<file path="src/wsd_pkg.sv">
// ----------------------------------------------------------------------------
// wsd_pkg
// Types and constants shared by the frame deframer, its parser and checker.
// ----------------------------------------------------------------------------
package wsd_pkg;

  typedef enum logic [2:0] {
    PH_HDR0,
    PH_HDR1,
    PH_EXT16,
    PH_EXT64,
    PH_MASK,
    PH_PAYLOAD
  } wsd_phase_t;

  localparam logic [3:0] OP_TEXT   = 4'h1;
  localparam logic [3:0] OP_BINARY = 4'h2;
  localparam logic [3:0] OP_CLOSE  = 4'h8;
  localparam logic [3:0] OP_PING   = 4'h9;
  localparam logic [3:0] OP_PONG   = 4'hA;

  localparam logic [6:0] LEN_EXT16 = 7'd126;
  localparam logic [6:0] LEN_EXT64 = 7'd127;

  localparam logic [3:0] EXT16_BYTES = 4'd2;
  localparam logic [3:0] EXT64_BYTES = 4'd8;
  localparam logic [3:0] KEY_BYTES   = 4'd4;

  localparam logic [2:0] MSG_TEXT   = 3'd0;
  localparam logic [2:0] MSG_BINARY = 3'd1;
  localparam logic [2:0] MSG_CLOSE  = 3'd2;
  localparam logic [2:0] MSG_PING   = 3'd3;
  localparam logic [2:0] MSG_PONG   = 3'd4;

  localparam logic [15:0] MAX_PAYLOAD_RST = 16'd8192;

  localparam int TDATA_W = 32;
  localparam int TUSER_W = 4;

  typedef struct packed {
    logic        has_data;
    logic [7:0]  data_byte;
    logic [2:0]  message_type;
    logic        final_fragment;
    logic [15:0] kept_length;
    logic        truncated;
    logic        last;
  } wsd_result_t;

  function automatic logic [2:0] msg_type(input logic [3:0] opcode);
    logic [2:0] t;
    case (opcode)
      OP_TEXT:   t = MSG_TEXT;
      OP_BINARY: t = MSG_BINARY;
      OP_CLOSE:  t = MSG_CLOSE;
      OP_PING:   t = MSG_PING;
      OP_PONG:   t = MSG_PONG;
      default:   t = MSG_TEXT;
    endcase
    return t;
  endfunction

endpackage

</file>
<file path="src/wsd_parser.sv">
// ----------------------------------------------------------------------------
// wsd_parser
// Frame header parser and payload unmasker; one byte per step.
// ----------------------------------------------------------------------------
module wsd_parser
  import wsd_pkg::*;
(
  input  logic        clk,
  input  logic        rst,
  input  logic        step,
  input  logic [7:0]  rx_byte,
  input  logic [15:0] max_payload,
  output logic        res_valid,
  output wsd_result_t res
);

  wsd_phase_t  phase, phase_next;
  logic [3:0]  field_byte_count, field_byte_count_next;
  logic [3:0]  frame_opcode, frame_opcode_next;
  logic        frame_fin, frame_fin_next;
  logic        frame_masked, frame_masked_next;
  logic [63:0] announced_length, announced_length_next;
  logic [31:0] mask_key, mask_key_next;
  logic [63:0] payload_position, payload_position_next;

  logic        len_fin;
  logic        hdr_fin;
  logic [15:0] kept_next;
  logic        trunc_next;
  logic        pos_in_range;
  logic [7:0]  key_byte;
  logic [63:0] pos_inc;

  assign kept_next  = (announced_length_next < {48'd0, max_payload}) ?
                      announced_length_next[15:0] : max_payload;
  assign trunc_next = announced_length_next > {48'd0, max_payload};
  assign pos_inc    = payload_position + 64'd1;
  assign pos_in_range = payload_position < {48'd0, kept_next};

  always_comb begin
    case (payload_position[1:0])
      2'd0:    key_byte = mask_key[31:24];
      2'd1:    key_byte = mask_key[23:16];
      2'd2:    key_byte = mask_key[15:8];
      default: key_byte = mask_key[7:0];
    endcase
  end

  // datapath registers and completion flags
  always_comb begin
    field_byte_count_next = field_byte_count;
    frame_opcode_next     = frame_opcode;
    frame_fin_next        = frame_fin;
    frame_masked_next     = frame_masked;
    announced_length_next = announced_length;
    mask_key_next         = mask_key;
    payload_position_next = payload_position;
    len_fin               = 1'b0;
    hdr_fin               = 1'b0;
    case (phase)
      PH_HDR1: begin
        frame_masked_next     = rx_byte[7];
        field_byte_count_next = 4'd0;
        if (rx_byte[6:0] != LEN_EXT16 && rx_byte[6:0] != LEN_EXT64) begin
          announced_length_next = {57'd0, rx_byte[6:0]};
          len_fin               = 1'b1;
        end
      end
      PH_EXT16, PH_EXT64: begin
        announced_length_next = {announced_length[55:0], rx_byte};
        field_byte_count_next = field_byte_count + 4'd1;
        len_fin = field_byte_count_next ==
                  ((phase == PH_EXT16) ? EXT16_BYTES : EXT64_BYTES);
      end
      PH_MASK: begin
        mask_key_next         = {mask_key[23:0], rx_byte};
        field_byte_count_next = field_byte_count + 4'd1;
        hdr_fin               = field_byte_count_next == KEY_BYTES;
      end
      PH_PAYLOAD: begin
        payload_position_next = pos_inc;
      end
      default: begin
        frame_fin_next        = rx_byte[7];
        frame_opcode_next     = rx_byte[3:0];
        frame_masked_next     = 1'b0;
        announced_length_next = 64'd0;
        mask_key_next         = 32'd0;
        payload_position_next = 64'd0;
        field_byte_count_next = 4'd0;
      end
    endcase
    if (len_fin) begin
      if (frame_masked_next) begin
        field_byte_count_next = 4'd0;
      end else begin
        hdr_fin = 1'b1;
      end
    end
    if (hdr_fin) begin
      payload_position_next = 64'd0;
    end
  end

  // next phase
  always_comb begin
    phase_next = phase;
    case (phase)
      PH_HDR0: phase_next = PH_HDR1;
      PH_HDR1: begin
        if (rx_byte[6:0] == LEN_EXT16) begin
          phase_next = PH_EXT16;
        end else if (rx_byte[6:0] == LEN_EXT64) begin
          phase_next = PH_EXT64;
        end
      end
      PH_PAYLOAD: begin
        if (pos_inc >= announced_length) begin
          phase_next = PH_HDR0;
        end
      end
      default: phase_next = phase;
    endcase
    if (len_fin && frame_masked_next) begin
      phase_next = PH_MASK;
    end else if (hdr_fin) begin
      if (kept_next == 16'd0 && announced_length_next == 64'd0) begin
        phase_next = PH_HDR0;
      end else begin
        phase_next = PH_PAYLOAD;
      end
    end
  end

  // result
  always_comb begin
    res.message_type   = msg_type(frame_opcode_next);
    res.final_fragment = frame_fin_next;
    res.kept_length    = kept_next;
    res.truncated      = trunc_next;
    res.has_data       = 1'b0;
    res.data_byte      = 8'd0;
    res.last           = 1'b0;
    res_valid          = 1'b0;
    if (hdr_fin) begin
      res.last  = 1'b1;
      res_valid = kept_next == 16'd0;
    end else if (phase == PH_PAYLOAD && pos_in_range) begin
      res_valid     = 1'b1;
      res.has_data  = 1'b1;
      res.data_byte = frame_masked ? (rx_byte ^ key_byte) : rx_byte;
      res.last      = pos_inc == {48'd0, kept_next};
    end
  end

  always_ff @(posedge clk) begin
    if (rst) begin
      phase            <= PH_HDR0;
      field_byte_count <= 4'd0;
      frame_opcode     <= 4'd0;
      frame_fin        <= 1'b0;
      frame_masked     <= 1'b0;
      announced_length <= 64'd0;
      mask_key         <= 32'd0;
      payload_position <= 64'd0;
    end else if (step) begin
      phase            <= phase_next;
      field_byte_count <= field_byte_count_next;
      frame_opcode     <= frame_opcode_next;
      frame_fin        <= frame_fin_next;
      frame_masked     <= frame_masked_next;
      announced_length <= announced_length_next;
      mask_key         <= mask_key_next;
      payload_position <= payload_position_next;
    end
  end

endmodule

</file>
<file path="src/websocket_frame_deframer.sv">
// ----------------------------------------------------------------------------
// websocket_frame_deframer
// Receive-side frame deframer: parses headers, unmasks and caps payload.
// ----------------------------------------------------------------------------
// Usage:
//   s_* carries the raw received stream, one byte per transaction in
//   s_tdata. Header, extended length and mask key bytes are consumed;
//   each kept payload byte leaves as one m_* transaction, unmasked, with
//   m_tlast on the final kept byte. A frame that keeps no payload gives
//   a single transaction with has_data low and m_tlast high.
//   cfg_* writes max_payload (reset 8192); write it only while idle.
//   Each result is registered in the output register, or in the skid register on a stall.
//   Throughput: one byte per cycle while s_tready is high, set by the single parser stage.
//   An output register plus a skid register keep s_tready registered; a
//   stalled receiver fills the skid register, and s_tready then drops
//   until it drains. Reset clears the parser to await a frame header,
//   empties both registers and restores max_payload.
// ----------------------------------------------------------------------------
module websocket_frame_deframer
  import wsd_pkg::*;
(
  input  logic               clk,
  input  logic               rst,
  input  logic               s_tvalid,
  output logic               s_tready,
  input  logic [7:0]         s_tdata,   // [7:0] rx_byte
  output logic               m_tvalid,
  input  logic               m_tready,
  output logic [TDATA_W-1:0] m_tdata,   // [7:0] data_byte, [8] final_fragment,
                                        // [24:9] kept_length, [25] truncated
  output logic [TUSER_W-1:0] m_tuser,   // [0] has_data, [3:1] message_type
  output logic               m_tlast,
  input  logic               cfg_valid,
  output logic               cfg_ready,
  input  logic [15:0]        cfg_data
);

  logic [15:0] max_payload;
  logic        in_fire;
  logic        res_valid;
  wsd_result_t res;
  logic        out_valid;
  wsd_result_t out_r;
  logic        skid_valid;
  wsd_result_t skid_r;
  logic        out_free;

  assign cfg_ready = 1'b1;
  assign s_tready  = !skid_valid;
  assign in_fire   = s_tvalid && s_tready;
  assign out_free  = !out_valid || m_tready;

  always_ff @(posedge clk) begin
    if (rst) begin
      max_payload <= MAX_PAYLOAD_RST;
    end else if (cfg_valid && cfg_ready) begin
      max_payload <= cfg_data;
    end
  end

  wsd_parser u_parser (
    .clk         (clk),
    .rst         (rst),
    .step        (in_fire),
    .rx_byte     (s_tdata),
    .max_payload (max_payload),
    .res_valid   (res_valid),
    .res         (res)
  );

  always_ff @(posedge clk) begin
    if (rst) begin
      out_valid  <= 1'b0;
      skid_valid <= 1'b0;
    end else if (out_free) begin
      if (skid_valid) begin
        out_valid  <= 1'b1;
        skid_valid <= 1'b0;
      end else begin
        out_valid <= in_fire && res_valid;
      end
    end else if (in_fire && res_valid) begin
      skid_valid <= 1'b1;
    end
  end

  always_ff @(posedge clk) begin
    if (out_free) begin
      out_r <= skid_valid ? skid_r : res;
    end
    if (!out_free && in_fire) begin
      skid_r <= res;
    end
  end

  assign m_tvalid = out_valid;
  assign m_tdata  = {6'd0, out_r.truncated, out_r.kept_length,
                     out_r.final_fragment, out_r.data_byte};
  assign m_tuser  = {out_r.message_type, out_r.has_data};
  assign m_tlast  = out_r.last;

endmodule

</file>
<file path="config.mk">
export PLATFORM = sky130hd
export DESIGN_NAME = websocket_frame_deframer
export DESIGN_NICKNAME = d
export VERILOG_FILES = /design/src/wsd_pkg.sv /design/src/wsd_parser.sv /design/src/websocket_frame_deframer.sv
export SDC_FILE = /design/constraint.sdc
export NUM_CORES = 1
export LEC_CHECK = 0
export ABC_AREA = 1
export BUFFER_PORTS_ARGS = -buffer_cell sky130_fd_sc_hd__clkbuf_2
export CORE_AREA = 2 2 172 174
export DETAILED_ROUTE_END_ITERATION = 12
export DIE_AREA = 0 0 174 176
export PLACE_DENSITY = 0.77
export SETUP_SLACK_MARGIN = 0.15
export SYNTH_ARGS = -nofsm -noshare
export SYNTH_HDL_FRONTEND = slang
export SYNTH_SLANG_ARGS = --single-unit
</file>
<file path="constraint.sdc">
create_clock -name clk -period 5.45 [get_ports clk]
set_clock_uncertainty 0.2 [all_clocks]
set_input_delay 0.545 -clock clk [delete_from_list [all_inputs] [get_ports clk]]
set_output_delay 0.545 -clock clk [all_outputs]
set_load 0.02 [all_outputs]
</file>
Word level (Yosys, flattened, before mapping)
Cells that the tools add are included.

Register bits: 253. Bits in latches: 0. RAM bits: 0. Memory bits (read-only): 0. Bits of input ports: 29. Output and inout port bits: 40. Logic and storage cells: 117. Memories kept: 0.

Add/subtract/negate cells: 2. Multipliers: 0. Div/mod/pow operators: 0. Order comparisons: 4. Equal/unequal tests: 21. Shift operators: 0. Muxes and demuxes: 36. Bitwise logic cells: 2. Reduce and logical (&&, ||, !) cells: 27.

Operators by type and width (count): $pmux W64 S3 (1); $lt A64 B16 Y1 (2); $mux W64 (2); $pmux W64 S2 (1); $add A64 B1 Y64 const B (1); $eq A64 B16 Y1 (1); $ge A64 B64 Y1 (1); $gt A64 B16 Y1 (1); $logic_not A64 Y1 (1); $pmux W32 S2 (1); $mux W31 (1); $pmux W8 S3 (1); $mux W3 (6); $mux W9 (2); $logic_not A16 Y1 (1); $mux W16 (1); $mux W4 (4); $eq A7 B7 Y1 const B (2); $ne A7 B7 Y1 const B (2); $eq A4 B4 Y1 const B (3); $pmux W3 S4 (1); $reduce_or A4 Y1 (3); $mux W1 (10); $pmux W3 S3 (1); 28 further kinds (42).

Longest topological paths before layout
Gate-level depths: netlist of run 1.

Word-level depth: 12. Gate-level depth with buffers: 38. Depth with buffers taken out: 34.

By module
Synthesis of run 1 repeated with hierarchy kept, for this count alone.

Cells, all modules: 2372. Area total of the unflattened synthesis: 16234.3 µm².

Modules (own cells, without submodules): wsd_parser (instances 1, cells an instance 2120, area an instance 13286.5 µm², sequential area each 3463.3 µm²); websocket_frame_deframer (instances 1, cells an instance 252, area an instance 2947.8 µm², sequential area each 2222.1 µm²).

Worst setup path after synthesis of run 1
Ideal clock, no wire load.

Kind: input-to-reg. Start point: in s_tdata[5]. End point: reg out_r (netlist bit m_tdata[0]) (data pin). Library setup time: 254 ps. Arrival: 4057 ps. Required time: 4996 ps. Path slack: 939 ps. Stages: 33. Buffers on the path: 4. Path through: nand3_1 nor2_1 buf_4 buf_2 nor2_1 nor2_1 o21ai_0 ha_1 a21oi_1 o21ai_0 nand2_1 nand3_1 nand2_1 nand3_1 nor2_2 nand2_2 buf_2 o21ai_1 inv_1 ha_1 o21bai_1 o21ai_0 inv_1 nand2_1 nand2_1 nand2_1 nand2_1 nand2_1 nand2_1 clkbuf_1 nor2_1 nand2_1 nand2_1.

RTL lines: start, declared (line websocket_frame_deframer.sv:26) `input logic [7:0] s_tdata,`; end signal, assigned (line websocket_frame_deframer.sv:89) `out_r <= skid_valid ? skid_r : res;`; end, declared (line websocket_frame_deframer.sv:43) `wsd_result_t out_r;`.

==> impl_metrics.ini, run 1 <==
[detailed_routing]
routed_via_density = 5.65
wl_per_cell_um = 17.7
dr.first_iter.drc_count = 1630
vias = 17200
ant_nets = 0
routed_wl_um = 53900
drt_drc_violations_left = 0
firstDrtPassIters = 6

[timing]
grt_setup_unrepaired = false
slew_headroom_pct = 17.1
tns_ns = 0
finalCritPeriodShare_pct = 88.7
min_period_ns = 4.83
setup_slack_ns = 0.615
setup_viol = 0
hold_slack_ns = 0.0317
hold_viol = 0
tightestPinTransition_ns = 1.24
max_freq_ghz = 0.207
drv_slew = 0

[yosys]
synth_cell_types = 52
syn_inst = 2624
synth-seq-cells = 253
async_flop_share_pct = 0
synth.top_cell.area_share_pct = 22.5
synth_most_common_cell = nand2_1
synth.area.top_cells = dfxtp_1, nand2_1, edfxtp_1, inv_1, ha_1
synth-edff-count = 62
ys_top_cells_by_count = nand2_1, inv_1, nor2_1
synth_top_cell_by_area = dfxtp_1
avgSynthCellArea_um2 = 6.46
synthFlopType = dfxtp_1
syn_area_um2 = 17000
yosys_warnings = 0
ys_seq_area_share_pct = 33.5

[worst_setup_path]
crit_top_cell = nand2_1
crit_path_top_delay_cell = dfxtp_1
arrival_ns = 5.06
rr_endpoint = m_tlast
ff2ff_path_depth = 30
cp_max_fo = 44
r2r_slack_ns = 0.62
cp-start-kind = register
cp.required_ns = 5.67
end_kind = register
r2r-start = u_parser.phase[1]
cp_slowest_stage_delay_ns = 0.44
critPathKind = reg2reg

[run]
maxCapViolCount = 0

[power]
p_int_w = 0.00391
ir_drop_mv = 0.232
swShare_pct = 38.9
clock_power_share_pct = 30.2
seq_power_share_pct = 35.1
p_leak_nw = 8.79
comb_power_share_pct = 34.7
power_density_nw_per_um2 = 347
switching_power_w = 0.00249

[global_routing]
grt_pass1_vias = 16000
grt_pass1_wl_um = 84500
grt_overflow = 0
grt_usage_pct = 34.7
grt_max_degree = 116
antenna_found_initial = 1

[clock_tree]
clk_latency_ns = 0.56
path_clk_slew_ns = 0.06
cts_root_buf = clkbuf_16
cts_tree = done
clkSinkCount = 253
cts_buffers = 28
htree_levels = 1
cts_hold_buf = 0
cts_buffer_depth = 3

[place]
dp_hpwl_um = 40400
gp_congestion = 0.974
dp.cells = 2992
dp_slack_ns = 0.239
numPortBuffers = 61

[cells_and_area]
fillers = 2687
syn2layout_area_growth_pct = 8.87
utilization_pct = 64.7
drive_gt1_share_pct = 6.02
instances_no_fill = 3045
fin_nets = 2767

[worst_hold_path]
hold_depth = 3
hold_class = in2reg
min_from = cfg_data[13]
min_to = max_payload[13]

[floorplan]
die_w_um = 174
die_y_um = 176
initial_core_util_pct = 59.4
core-area_um2 = 28500
design.die.area_um2 = 30600
rows = 62
num_io_pins = 69

[run_status]
status = finished clean
==> power by group through the flow <==
stage               Clock [W]  Sequential (W)  Combinational (W)
detailed placement          0         0.00228            0.00216
global route          0.00202         0.00226            0.00246
CTS                   0.00196         0.00224            0.00217
floorplan                   0         0.00236            0.00144
finish                0.00193         0.00225            0.00222
global placement            0         0.00227            0.00213
==> worst max-delay path: cells and delay by family, from the launching register on <==
family / cells / cell delay, ns
and+or+nand+nor: 22 / 2.49
buffers and inverters: 5 / 0.71
adders and majority gates: 2 / 0.57
DFF: 1 / 0.44
AOI/OAI and AO/OA: 1 / 0.26
==> routing by layer <==
metal | up-vias | part of all wire, % | GRT usage, %
li1 | 8430 | - | -
met1 | 7851 | 40 | 42.4
met2 | 744 | 47 | 59.7
met3 | 168 | 7.8 | 5.43
met4 | 0 | 5.4 | 17.6
met5 | - | 0 | 0
==> through the flow <==
stage	power, W	instance area [µm²]
3_5_place_dp	0.00444	17500
6_report	0.00640	18500
4_1_cts	0.00637	18400
3_3_place_gp	0.00441	17500
5_1_grt	0.00674	18500
2_1_floorplan	0.00380	17000
==> logic make-up after synthesis <==
logic type | after synthesis | synth area share, %
xor+xnor | 51 | 2.63
flops | 253 | 33.5
other cells | 2 | 0.0443
compound gates | 476 | 14.9
fa+ha+maj | 100 | 7.38
buf+inv | 530 | 12.2
simple gates | 1212 | 29.3
==> registers in the layout (all words and copies together) (netlist names) <==
register / flops
m_tdata: 26
m_tlast: 1
m_tuser: 4
m_tvalid: 1
max_payload: 16
skid_r: 31
skid_valid: 1
u_parser.announced_length: 64
u_parser.field_byte_count: 4
u_parser.frame_fin: 1
u_parser.frame_masked: 1
u_parser.frame_opcode: 4
u_parser.mask_key: 32
u_parser.payload_position: 64
u_parser.phase: 3
==> cell type report <==
type                    instances  area (µm²)  share of cell area (%)
diodes                          1        2.50                  0.0136
clock buffers                  34         723                    3.92
clock inverters                18         201                    1.09
inverters                     419        1570                    8.53
multi-input cells            1846        9270                    50.2
flip-flops and latches        253        5690                    30.8
well taps                     384         480                    2.60
repair buffers                 90         529                    2.87
==> cells in the final DEF, fill, tap and decap left out, types with 3 or more instances in the layout <==
cell	n
xor2_1	41
nand3b_1	7
o21a_1	4
nor3_1	30
buf_4	29
clkinv_2	7
o21bai_1	7
conb_1	7
nand2_2	6
clkbuf_2	60
bufinv_16	4
a21oi_1	220
clkbuf_1	6
edfxtp_1	62
inv_2	6
nor2_1	258
dfxtp_1	191
clkinv_1	8
nand2_1	715
nand3_1	119
nor4_1	17
o21ai_0	180
a211oi_1	4
clkbuf_16	28
nand4_1	40
o211ai_1	10
nor2_2	4
nor2_4	4
or2_2	3
ha_1	100
xnor2_1	10
inv_1	409
o221ai_1	8
o22ai_1	12
o21ai_1	17
==> worst max path at each step <==
stage,cells past startpoint,start,end
2_1_floorplan,33,s_tdata[5],m_tdata[0]
3_3_place_gp,33,s_tdata[4],m_tdata[4]
3_5_place_dp,33,s_tdata[5],m_tdata[5]
4_1_cts,30,u_parser.phase[1],m_tdata[5]
5_1_grt,28,u_parser.phase[2],m_tdata[3]
6_report,30,u_parser.phase[1],m_tlast
==> repair_timing <==
action | 4_1_cts | 5_1_grt
setup buffers | 0 | 0
resized for setup | 0 | 4
endpoints found under the setup margin | 0 | 20
Power figures use the tool's default switching activity.
==> run 2, diff against run 1 <==
--- a/config.mk
+++ b/config.mk
@@ -7,10 +7,11 @@
 export LEC_CHECK = 0
 export ABC_AREA = 1
 export BUFFER_PORTS_ARGS = -buffer_cell sky130_fd_sc_hd__clkbuf_2
-export CORE_AREA = 2 2 172 174
+export CORE_AREA = 2 2 241 243
 export DETAILED_ROUTE_END_ITERATION = 12
-export DIE_AREA = 0 0 174 176
-export PLACE_DENSITY = 0.77
+export DIE_AREA = 0 0 243 245
+export MAX_ROUTING_LAYER = met4
+export PLACE_DENSITY = 0.44
 export SETUP_SLACK_MARGIN = 0.15
 export SYNTH_ARGS = -nofsm -noshare
 export SYNTH_HDL_FRONTEND = slang
==> run 2 against run 1 <==
Effect of this change:
- clock power increased by 24%
- sequential cell count unchanged
- worst hold slack improved by 0.0014 ns
- die area increased by 94%
- sequential power about the same
- critical path type unchanged
- routed wire length increased by 17%
- critical path depth decreased by 5
- total power increased by 8.2%
- count of clock-buffer cells in the layout increased by 12
- global-route usage decreased by 13 points
- utilization decreased by 31 points
- via count decreased by 2.4%
==> impl_metrics.ini, run 2 (synthesized netlist as in run 1, its figures left out) <==
[worst_setup_path]
critPathKind = reg2reg
cp_slowest_stage_delay_ns = 0.49
cp_num_buf_inv = 4
crit_cells = 25
cp-start-kind = register
crit_top_cell = nand2_1
cp_max_fo = 11
crit_path_top_delay_cell = dfxtp_1
cp_top_family = simple AND/OR/NAND/NOR gates
r2r-start = u_parser.phase[0]
cp.required_ns = 5.68
r2r_slack_ns = 0.63
ff2ff_path_depth = 25
end_kind = register
arrival_ns = 5.05
rr_endpoint = m_tdata[6]

[detailed_routing]
vias = 16800
ant_nets = 0
routed_via_density = 4.85
routed_wl_um = 62900
wl_per_cell_um = 18.2
dr.first_iter.drc_count = 1287
firstDrtPassIters = 6
drt_drc_violations_left = 0

[cells_and_area]
drive_gt1_share_pct = 7.34
final_common_cell = nand2_1
stdcell_area_um2 = 19400
diodes = 0
syn2layout_area_growth_pct = 14.4
fin_nets = 2801
fillers = 6376
largest_registers = u_parser.announced_length x64, u_parser.payload_position x64, u_parser.mask_key x32
final_cell_mix = nand2_1, inv_1, nor2_1

[power]
power_density_nw_per_um2 = 357
p_leak_nw = 9.06
ir_drop_mv = 0.204

[global_routing]
grt_max_degree = 96
grt_pass1_vias = 15800
grt_pass1_wl_um = 96200
grt_usage_pct = 21.6
antenna_found_initial = 0
grt_overflow = 0

[floorplan]
die_y_um = 245
design.die.area_um2 = 59500
num_io_pins = 69
core-area_um2 = 57000
rows = 88
die_w_um = 243
initial_core_util_pct = 29.7

[timing]
finalCritPeriodShare_pct = 88.4
max_freq_ghz = 0.208
setup_viol = 0
grt_setup_unrepaired = false
drv_slew = 0
tns_ns = 0
setup_slack_ns = 0.632
hold_viol = 0
tightestPinTransition_ns = 1.08
slew_headroom_pct = 28.2
min_period_ns = 4.82

[place]
dp_slack_ns = 0.192
dp_hpwl_um = 47400
numPortBuffers = 61
gp_congestion = 0.983
place_area_um2 = 18200

[worst_hold_path]
hold_class = in2reg
min_to = max_payload[13]
hold_depth = 2
min_from = cfg_valid

[clock_tree]
cts_root_buf = clkbuf_16
path_clk_slew_ns = 0.06
cts_tree = done
clkSinkCount = 253
cts_buffer_depth = 3
htree_levels = 2
clk_latency_ns = 0.56
cts_buffers = 35

[run]
maxCapViolCount = 0

[run_status]
status = finished clean
[run 2: area by class of cell]
class	instances	area [µm²]	area share, %
sequential	253	5690	29.3
multi-input combinational	1846	9270	47.8
timing repair buffer	117	738	3.80
inverter	419	1570	8.11
clock inverter	16	193	0.993
clock buffer	46	988	5.09
tap	765	957	4.93
[run 2: what timing repair did]
action | 4_1_cts | 5_1_grt
endpoints found under the setup margin | 0 | 21
buffers inserted | 0 | 2
hold buffers | 1 | 0
endpoints found under the hold margin | 1 | 0
gates resized for setup | 0 | 6
[run 2: worst max-delay path by stage]
stage	start	to	slack (ns)
floorplan	s_tdata[5]	m_tdata[0]	0.94
global placement	s_tdata[5]	m_tdata[0]	0.23
detailed placement	s_tdata[5]	m_tdata[4]	0.19
CTS	u_parser.phase[2]	m_tdata[4]	0.49
global route	u_parser.phase[0]	m_tdata[2]	0.18
finish	u_parser.phase[0]	m_tdata[6]	0.63
[run 2: power breakdown]
group | switching (W) | leakage [nW] | internal [W]
clock | 0.000922 | 0.579 | 0.00147
combinational | 0.00165 | 6.29 | 0.000641
sequential | 0.0000906 | 2.19 | 0.00216
[run 2: per-layer routing]
| layer | GRT usage (%) | up-vias | share of wire (%) |
|---|---|---|---|
| met1 | 27.6 | 7762 | 45 |
| met4 | 6.13 | 0 | 2.6 |
| met3 | 2.73 | 92 | 4.9 |
| li1 | - | 8511 | - |
| met2 | 35.8 | 413 | 47 |
| met5 | - | - | 0 |
[run 2: stage by stage]
step / instances / utilization (%) / hold slack [ns] / power (W)
2_1_floorplan: 2629 / - / 0.244 / 0.00380
3_3_place_gp: 3397 / 31.9 / 0.258 / 0.00455
3_5_place_dp: 3397 / 31.9 / 0.262 / 0.00456
4_1_cts: 3460 / 34.0 / 0.00229 / 0.00699
5_1_grt: 3462 / 34.0 / 0.0378 / 0.00739
6_report: 3462 / 34.0 / 0.0331 / 0.00693
==> run 3, diff against run 2 <==
--- a/config.mk
+++ b/config.mk
@@ -7,12 +7,13 @@
 export LEC_CHECK = 0
 export ABC_AREA = 1
 export BUFFER_PORTS_ARGS = -buffer_cell sky130_fd_sc_hd__clkbuf_2
-export CORE_AREA = 2 2 241 243
+export CORE_AREA = 2 2 236 238
 export DETAILED_ROUTE_END_ITERATION = 12
-export DIE_AREA = 0 0 243 245
+export DIE_AREA = 0 0 238 240
 export MAX_ROUTING_LAYER = met4
-export PLACE_DENSITY = 0.44
+export PLACE_DENSITY = 0.55
 export SETUP_SLACK_MARGIN = 0.15
 export SYNTH_ARGS = -nofsm -noshare
 export SYNTH_HDL_FRONTEND = slang
+export SYNTH_HIERARCHICAL = 1
 export SYNTH_SLANG_ARGS = --single-unit
==> run 3 against run 2 <==
Effect of this change:
- clock power fell by 12%
- via count fell by 7.3%
- count of clock-buffer cells in the layout unchanged
- die area down 4.1%
- routed wire length decreased by 20%
- sequential power about the same
- setup slack worse by 0.18 ns
- critical path type unchanged
- critical endpoint is now m_tlast
- highest routed layer unchanged
==> impl_metrics.ini, run 3 <==
[floorplan]
design.die.area_um2 = 57100
die_w_um = 238
rows = 86
initial_core_util_pct = 29.7
num_io_pins = 69
core-area_um2 = 54700
die_y_um = 240

[clock_tree]
path_clk_slew_ns = 0.06
cts_buffer_depth = 3
cts_tree = done
cts_buffers = 31
clk_latency_ns = 0.60
cts_root_buf = clkbuf_16
clkSinkCount = 253
htree_levels = 1

[cells_and_area]
utilization_pct = 34.7
final_cell_mix = nand2_1, a21oi_1, inv_1
fin_nets = 2587
syn2layout_area_growth_pct = 16.8
drive_gt1_share_pct = 10.4
diodes = 0
final_common_cell = nand2_1
largest_registers = u_parser/announced_length x64, u_parser/payload_position x64, u_parser/mask_key x32

[worst_hold_path]
hold_class = in2reg

[yosys]
synth-seq-cells = 253
synth.area.top_cells = dfxtp_1, nand2_1, edfxtp_1, a21oi_1, ha_1
syn_area_um2 = 16200
synth-edff-count = 62
async_flop_share_pct = 0
synth_cell_types = 49
syn_inst = 2372
ys_seq_area_share_pct = 35.0
avgSynthCellArea_um2 = 6.84
ys_top_cells_by_count = nand2_1, a21oi_1, inv_1
synth.top_cell.area_share_pct = 23.6
yosys_warnings = 6
synth_most_common_cell = nand2_1
synthFlopType = dfxtp_1
synth_top_cell_by_area = dfxtp_1

[place]
gp_congestion = 0.931
dp_hpwl_um = 37000
numPortBuffers = 61

[global_routing]
grt_pass1_vias = 14600
grt_overflow = 0
antenna_found_initial = 0
grt_usage_pct = 17.9
grt_max_degree = 101
grt_pass1_wl_um = 80100

[power]
comb_power_share_pct = 45.3
p_int_w = 0.00460
swShare_pct = 42.8
switching_power_w = 0.00344
seq_power_share_pct = 28.4
power_density_nw_per_um2 = 424
clock_power_share_pct = 26.3
p_leak_nw = 8.33
ir_drop_mv = 0.251

[run_status]
status = finished clean

[timing]
min_period_ns = 5.00
tightestPinTransition_ns = 1.11
finalCritPeriodShare_pct = 91.7
slew_headroom_pct = 25.6
tns_ns = 0
drv_slew = 0
grt_setup_unrepaired = false
max_freq_ghz = 0.200
hold_viol = 0
setup_viol = 0

[detailed_routing]
routed_via_density = 4.89
ant_nets = 0
dr.first_iter.drc_count = 1136
routed_wl_um = 50200
wl_per_cell_um = 15.8
drt_drc_violations_left = 0
firstDrtPassIters = 7
vias = 15600

[worst_setup_path]
cp-start-kind = register
cp_slowest_stage_delay_ns = 0.38
arrival_ns = 5.26
end_kind = register
cp_top_family = simple AND/OR/NAND/NOR gates
cp_num_buf_inv = 5
crit_top_cell = nand2_1
cp_max_fo = 9
critPathKind = reg2reg
crit_path_top_delay_cell = dfxtp_4
cp.required_ns = 5.72

[run]
maxCapViolCount = 0
-- run 3: repair_timing --
action,CTS,global route
hold buffers,17,0
pin swaps,0,8
endpoints found under the hold margin,17,0
resized for setup,3,44
setup buffers,0,8
cloned,0,2
endpoints found under the setup margin,9,25
-- run 3: final cells by class --
| cell class | instances | area [µm²] |
|---|---|---|
| clock buffers | 46 | 892 |
| multi-input cells | 1743 | 9200 |
| repair buffers | 155 | 1110 |
| flip-flops and latches | 253 | 5690 |
| inverters | 271 | 1030 |
| well taps | 704 | 881 |
| fillers | 5860 | 35700 |
| clock inverters | 12 | 153 |
-- run 3: final timing paths --
check                                  startpoint              end  depth (start not counted)  slack, ns
worst min-delay path                     s_tvalid       skid_valid                          3       0.03
worst min register to register    max_payload[13]  max_payload[13]                          2       0.26
worst max register to register  u_parser/phase[1]          m_tlast                         32       0.45
worst max-delay path            u_parser/phase[1]          m_tlast                         32       0.45
-- run 3: power by group through the flow --
stage / Sequential, W / Clock, W / Combinational, W
finish: 0.00228 / 0.00211 / 0.00365
global route: 0.00230 / 0.00225 / 0.00403
CTS: 0.00228 / 0.00217 / 0.00344
detailed placement: 0.00232 / 0 / 0.00341
global placement: 0.00232 / 0 / 0.00338
floorplan: 0.00238 / 0 / 0.00228
-- run 3: logic make-up after synthesis --
group,Yosys count,share of synthesized area (%)
compound gates,505,16.4
xor+xnor,76,4.10
fa+ha+maj,103,7.94
buf+inv,383,9.64
flops,253,35.0
other cells,2,0.0463
simple gates,1050,26.9
-- run 3: worst reg2reg max path, delay by kind of cell, from the launching register on --
kind / cells / cell delay (ns)
flip-flops: 1 / 0.38
adder cells (fa/ha/maj): 3 / 0.96
buffers and inverters: 5 / 0.58
AO/OA/AOI/OAI: 6 / 0.83
AND/OR/NAND/NOR: 18 / 1.93
-- run 3: metal layers --
metal  track usage, %  part of all wire, %  vias up
met5                -                    0        -
met4             5.32                  3.3        0
met3             2.20                  5.1      101
met2             29.0                   45      393
met1             23.3                   46     7110
li1                 -                    -     7955
-- run 3: stage by stage --
stage / cells / total power [W] / hold WS, ns / setup slack [ns] / instance area (µm²)
6_report: 3184 / 0.00804 / 0.0317 / 0.453 / 19000
5_1_grt: 3184 / 0.00858 / 0.0390 / 0.160 / 19000
4_1_cts: 3174 / 0.00789 / 0.0117 / 0.161 / 18700
3_5_place_dp: 3099 / 0.00573 / 0.258 / -0.00902 / 17500
3_3_place_gp: 3099 / 0.00569 / 0.250 / 0.115 / 17500
2_1_floorplan: 2377 / 0.00466 / 0.229 / 0.473 / 16300
